`config.mk`:
```
export PLATFORM = sky130hd
export DESIGN_NAME = cva_emit
export DESIGN_NICKNAME = d
export VERILOG_FILES = /design/src/hdl/cva_pkg.sv /design/src/hdl/cva_emit.sv
export SDC_FILE = /design/constraint.sdc
export NUM_CORES = 2
export LEC_CHECK = 0
export BUFFER_PORTS_ARGS = -buffer_cell sky130_fd_sc_hd__buf_2
export CAP_MARGIN = 20
export CORE_MARGIN = 2
export CORE_UTILIZATION = 29
export CTS_BUF_LIST = sky130_fd_sc_hd__clkbuf_8
export DETAILED_ROUTE_END_ITERATION = 10
export SLEW_MARGIN = 20
export SYNTH_ARGS = -nofsm -noshare
export SYNTH_HDL_FRONTEND = slang
export SYNTH_SLANG_ARGS = --single-unit
```
`constraint.sdc`:
```
create_clock -name clk -period 4.2 [get_ports clk]
set_input_delay 0 -clock clk [delete_from_list [all_inputs] [get_ports clk]]
set_output_delay 0 -clock clk [all_outputs]
set_load 0.03 [all_outputs]
```
`src/hdl/cva_pkg.sv`:
```
// Shared types and constants of the colour-space Viterbi add-compare-select block.
package cva_pkg;

  localparam int NSTATES         = 16;
  localparam int STATE_BITS      = 4;
  localparam int BASE_BITS       = 2;
  localparam int COST_BITS       = 16;
  localparam int OUT_METRIC_BITS = 32;
  localparam int BP_BITS         = NSTATES * STATE_BITS;
  localparam int METRIC_BITS_DEF = 32;

  typedef enum logic [1:0] {
    FUNC_LETTER = 2'd0,
    FUNC_COLOUR = 2'd1,
    FUNC_CLOSE  = 2'd2,
    FUNC_CONTIG = 2'd3
  } func_t;

  // Control of the emission accumulators for one beat.
  typedef struct packed {
    logic                 obs;
    logic                 colour;
    logic                 clear;
    logic [BASE_BITS-1:0] symbol;
  } emit_ctrl_t;

  // Control of the path metric update for one beat.
  typedef struct packed {
    logic close;
    logic contig;
  } acs_ctrl_t;

endpackage

```
`src/hdl/cva_emit.sv`:
```
// Per-state emission cost accumulators with saturation.
module cva_emit #(
  parameter int METRIC_BITS = cva_pkg::METRIC_BITS_DEF
) (
  input  logic                                        clk,
  input  logic                                        rst_n,
  input  cva_pkg::emit_ctrl_t                         ctrl,
  input  logic [cva_pkg::COST_BITS-1:0]               match_cost,
  input  logic [cva_pkg::COST_BITS-1:0]               mismatch_cost,
  output logic [cva_pkg::NSTATES-1:0][METRIC_BITS-1:0] emission
);

  logic [cva_pkg::NSTATES-1:0][METRIC_BITS-1:0] emission_r;
  logic [cva_pkg::NSTATES-1:0][METRIC_BITS-1:0] emission_nxt;

  always_comb begin
    logic [cva_pkg::BASE_BITS-1:0] key;
    logic [cva_pkg::BASE_BITS-1:0] left_b;
    logic [cva_pkg::BASE_BITS-1:0] right_b;
    logic [cva_pkg::COST_BITS-1:0] cost;
    logic [METRIC_BITS:0]          sum;
    emission_nxt = emission_r;
    for (int j = 0; j < cva_pkg::NSTATES; j++) begin
      left_b  = cva_pkg::BASE_BITS'(j >> cva_pkg::BASE_BITS);
      right_b = cva_pkg::BASE_BITS'(j);
      key     = ctrl.colour ? (left_b ^ right_b) : left_b;
      cost    = (key == ctrl.symbol) ? match_cost : mismatch_cost;
      sum     = (METRIC_BITS+1)'(emission_r[j]) + (METRIC_BITS+1)'(cost);
      if (ctrl.clear) begin
        emission_nxt[j] = '0;
      end else if (ctrl.obs) begin
        emission_nxt[j] = sum[METRIC_BITS] ? '1 : sum[METRIC_BITS-1:0];
      end
    end
  end

  always_ff @(posedge clk) begin
    if (!rst_n) begin
      emission_r <= '0;
    end else begin
      emission_r <= emission_nxt;
    end
  end

  assign emission = emission_r;

endmodule

```
# After elaboration in Yosys (flattened, before gate mapping)
# Index checks and enable logic that the tools add are counted.
# Widths: inputs -> output; s select.
[word_totals]
register_bits = 512
in_bits = 39
mem_bits_rw = 0
mem_count = 0
rom_bits = 0
wordCells = 94
latch_bits = 0
output_inout_bits = 512
[classes]
n_shift = 0
multipliers = 0
n_reduce_logical = 2
eq_ne = 15
n_lt_le_gt_ge = 0
muxes = 44
bitwise = 1
addsub = 16
div = 0
[ops]
columns = ["op", "count"]
rows = [
  ["$add 32x16->33", 16],
  ["$mux 32", 16],
  ["$mux 16", 16],
  ["$eq 2x2->1", 10],
  ["$mux 2", 8],
  ["$eq 1x2->1", 2],
  ["$eq 2x2->1 const A", 2],
  ["$mux 1", 4],
  ["$eq 1x2->1 const A", 1],
  ["$logic_not 2->1", 1],
  ["$reduce_or 2->1", 1],
  ["$not 1->1", 1],
]

# Logic depth before layout (Yosys ltp)
[depth]
ltp_word = 5
mapped_depth = 18

# Worst setup path before layout
# OpenSTA, ideal clock, no wires.
[synth_path]
path_type = "input port to flip-flop"
start = "input ctrl[0] in the netlist's numbering"
end = "register emission_r, in the netlist emission[252]"
path_buffers = 4
arrival_ps = 3901
t_required_ps = 4066
setup_ps = 134
cell_stages = 16
slack_ps = 164
path_cell_list = "clkbuf_1 -> nand2b_1 -> clkbuf_1 -> mux2_2 -> buf_1 -> mux2_2 -> ha_1 -> a21o_1 -> a31o_1 -> a221o_1 -> a2111oi_2 -> nor2_1 -> a41o_1 -> buf_2 -> a41oi_1 -> a311oi_1"
[synth_between]
elab_chain_len = 4
[synth_lines]
columns = ["item", "line", "rtl"]
rows = [
  ["start, declared", "cva_emit.sv:7", "input cva_pkg::emit_ctrl_t ctrl,"],
  ["$eq 2x2->1", "cva_emit.sv:27", "cost = (key == ctrl.symbol) ? match_cost : mismatch_cost;"],
  ["$mux 16", "cva_emit.sv:27", ""],
  ["$add 32x16->33", "cva_emit.sv:28", "sum = (METRIC_BITS+1)'(emission_r[j]) + (METRIC_BITS+1)'(cost);"],
  ["$mux 32", "cva_emit.sv:32", "emission_nxt[j] = sum[METRIC_BITS] ? '1 : sum[METRIC_BITS-1:0];"],
  ["end signal, assigned", "cva_emit.sv:41", "emission_r <= emission_nxt;"],
  ["end, declared", "cva_emit.sv:13", "logic [cva_pkg::NSTATES-1:0][METRIC_BITS-1:0] emission_r;"],
]
# Every way passes these cells.
# A chain may end at the register's enable or synchronous reset.

# Final worst setup path
[layout_path]
start = "input ctrl[0] in the netlist's numbering"
end = "register emission_r, in the netlist emission[386]"
# Same word-level chain as after synthesis.

==> results.sh <==
export IMPL_startpoint_type="primary input"
export IMPL_p_switching_mw=4.920
export IMPL_grt_max_degree=191
export IMPL_crit_path_cell_trace="dlygate4sd3_1, buf_2, buf_4, nand2_1, buf_4, mux2_2, ha_1, inv_1, fa_1, nand2b_1, a21oi_1, o21ai_0, a211o_1, a21oi_2, nand2_2, buf_4, a31oi_1, dlygate4sd3_1"
export IMPL_clkPwrFrac_pct=40.1
export IMPL_fillers=12800
export IMPL_drt_initial_drc_count=2684
export IMPL_cts_root_buf="clkbuf_8"
export IMPL_yosys_cell_types_count=91
export IMPL_layout_worst_path_cycle_share_pct=94.34
export IMPL_endpoint_kind="flop"
export IMPL_cts_sinks=512
export IMPL_final_setup_worst_slack_ns=0.2378
export IMPL_crit_top_cell="buf_4"
export IMPL_cts_tree="yes"
export IMPL_nets=5155
export IMPL_synth_area_sq_um=35810
export IMPL_syn2layout_area_growth_pct=20.29
export IMPL_via_per_inst=5.476
export IMPL_outcome="finished, final reports clean"
export IMPL_rsz0062_at_grt="false"
export IMPL_mappedNetlistNets=4608
export IMPL_fp_dieH_microns=355.4
export IMPL_wl_per_cell_microns=23.03
export IMPL_critPathSlowestCell="dlygate4sd3_1"
export IMPL_place_hpwl_mm=110.1
export IMPL_hold_violations=0
export IMPL_gp_congestion=0.9217
export IMPL_post_place_ws_ns=0.1330
export IMPL_overflow=0
export IMPL_die_area_sq_um=126300
export IMPL_clk_latency_ns=0.87
export IMPL_rows=128
export IMPL_synth_avg_cell_area_sq_um=8.333
export IMPL_synth_warnings=0
export IMPL_largest_reg_flops=512
export IMPL_crit_arrival_ns=4.74
export IMPL_internal_power_mw=9.558
export IMPL_syn_inst=4297
export IMPL_ys_flop_type="dfxtp_1"
export IMPL_grt_usage_pct=22.82
export IMPL_finalClockSkew_ns=0.06247
export IMPL_combPwrFrac_pct=24.4
export IMPL_reg2reg_slack_ns=0.65
export IMPL_core_sq_um=122200
export IMPL_synth_edf_count=0
export IMPL_cts_htree_levels=3
export IMPL_num_vias=35920
export IMPL_crit_required_ns=4.98
export IMPL_drt_wl_total_mm=151.0
export IMPL_port_buffers=550
export IMPL_maxCapViolCount=0
export IMPL_finalMaxSlewViolations=0
export IMPL_timing_fmax_mhz=252.4
export IMPL_async_flop_share_pct=0
export IMPL_cts_max_path_buffers=3
export IMPL_slew_headroom_pct=27.24
export IMPL_fin_setup_tns_ns=0
export IMPL_antenna_found_initial=21
export IMPL_ys_seq_area_share_pct=28.63
export IMPL_post_cts_buffers=0
export IMPL_p_sw_share_pct=33.98
export IMPL_first_pass_iters=5
export IMPL_min_period_ns=3.962
export IMPL_drtAntennaViolNets=0
export IMPL_ir_drop_v=0.0002385
export IMPL_seqPwrFrac_pct=35.5
export IMPL_p_leak_nw=18.91
export IMPL_drive_above_1_share_pct=23.34
export IMPL_cp_max_fo=16
export IMPL_clkTransAtPathRegs_ns=0.06
export IMPL_floorplan_initialDensity_pct=29.30
export IMPL_first_global_vias=33440
export IMPL_setup_viol=0
export IMPL_hp_class="primary input to flop"
export IMPL_drc_errors=0
export IMPL_ioPinCount=551
export IMPL_p_per_area_nw_per_um2=336.2
export IMPL_placed_cell_area_sq_um=40680
export IMPL_cp_slowest_stage_delay_ns=0.60
export IMPL_cts_buffers=102
export IMPL_worst_slew_pin_slew_ns=1.091
export IMPL_synth_seq_cells=512
export IMPL_grt_pass1_wl_mm=218.8
export IMPL_fin_area_sq_um=43070
export IMPL_die_w_microns=355.4
export IMPL_critPathKind="primary input to flop"
## metal layers
layer / routed length [microns] / up-vias / share of wire, % / global-route usage (%)
li1: - / 17290 / - / -
met1: 64810 / 17120 / 43 / 29.11
met2: 66120 / 1252 / 44 / 35.35
met3: 14940 / 248 / 9.9 / 7.887
met4: 5151 / 0 / 3.4 / 8.466
met5: 0 / - / 0 / 0
## through the flow
stage	utilization, %	hold slack, ns	power, mW	std cells
floorplan	-	0.3783	7.666	4297
global placement	33.29	0.4359	8.684	6356
detailed placement	33.29	0.4393	8.713	6356
CTS	35.21	0.01538	14.62	6547
global route	35.24	0.1056	15.16	6554
finish	35.25	0.1425	14.48	6559
## power by group through the flow
stage / Sequential (mW) / Clock, mW / Combinational (mW)
4_1_cts: 5.13 / 5.99 / 3.50
3_3_place_gp: 5.23 / 0 / 3.45
6_report: 5.13 / 5.81 / 3.53
2_1_floorplan: 5.46 / 0 / 2.20
5_1_grt: 5.15 / 6.18 / 3.84
3_5_place_dp: 5.24 / 0 / 3.48
## what timing repair did
| action | in CTS | in global routing |
|---|---|---|
| resized for setup | 0 | 2 |
| hold buffers | 9 | 0 |
| endpoints found under the hold margin | 276 | 0 |
| endpoints found under the setup margin | 0 | 6 |
## synthesized netlist by cell type (all sizes together) (40+ instances only)
library cell	number	share of area, %
ha	256	8.9
nand3	126	1.8
nand2b	44	0.77
and3	107	1.9
dfxtp	512	29
nor2b	40	0.70
nand2	239	2.5
a21oi	387	5.5
inv	104	1.1
nand4	51	0.89
and4	46	1.1
o21a	45	0.94
a31oi	185	3.2
o22ai	48	0.84
xor2	157	3.8
a21o	101	2.1
mux2	258	8.1
a211oi	61	1.3
nor2	277	2.9
xnor2	125	3.1
and2	48	0.84
clkbuf	203	2.1
nor3	99	1.4
o21ai	355	5.0
## cells by family after synthesis
kind of cell    count (synthesis)  share of synthesized area (%)
xor+xnor                      282                          6.898
mux                           283                          8.813
buf+inv                       325                          3.453
compound gates               1454                          25.77
flops                         512                          28.63
fa+ha+maj                     272                          9.840
simple gates                 1169                          16.60
## critical path: cells and delay by family
family,cells,cell delay (ns)
buf+inv,7,2.10
compound gates,5,1.12
fa+ha+maj,2,0.65
simple gates,3,0.55
mux,1,0.29
## placed cells by master, fill, tap and decap left out, types with 16 or more instances in the layout
master / Yosys / routed
a211oi_1: 59 / 59
a21o_1: 101 / 101
a21oi_1: 383 / 383
a311oi_1: 39 / 39
a31oi_1: 184 / 184
and2_1: 45 / 45
and3_1: 107 / 107
and4_1: 46 / 46
buf_2: 10 / 549
buf_4: 1 / 96
clkbuf_8: 0 / 131
dfxtp_1: 512 / 512
fa_1: 16 / 16
ha_1: 256 / 256
inv_1: 104 / 125
mux2_2: 258 / 258
mux2i_1: 25 / 25
nand2_1: 239 / 238
nand2b_1: 44 / 43
nand3_1: 126 / 126
nand4_1: 51 / 51
nor2_1: 277 / 277
nor2b_1: 40 / 39
nor3_1: 99 / 99
o211a_1: 17 / 17
o211ai_1: 29 / 29
o21a_1: 45 / 45
o21ai_0: 340 / 340
o21bai_1: 22 / 22
o221a_2: 25 / 25
o22ai_1: 48 / 48
o31a_1: 16 / 16
or2_2: 21 / 21
or3_1: 25 / 25
xnor2_1: 125 / 125
xor2_1: 157 / 157
## final timing paths
check | startpoint | endpoint | depth (start not counted)
setup reg to reg | emission[384]$_SDFFE_PP0P_ | emission[386]$_SDFFE_PP0P_ | 12
setup / recovery | ctrl[0] | emission[386]$_SDFFE_PP0P_ | 18
hold reg to reg | emission[374]$_SDFFE_PP0P_ | emission[374]$_SDFFE_PP0P_ | 1
hold / removal | match_cost[1] | emission[97]$_SDFFE_PP0P_ | 5
## layout make-up
class	count	area [sq um]	area share, %
well taps	1625	2033	4.721
clock inverters	51	452.9	1.052
repair buffers	664	3754	8.715
multi-input cells	3460	24360	56.55
inverters	104	390.4	0.9064
flip-flops and latches	512	10250	23.80
clock buffers	131	1803	4.186
diodes	12	30.03	0.06972
(Power assumes the default switching activity.)
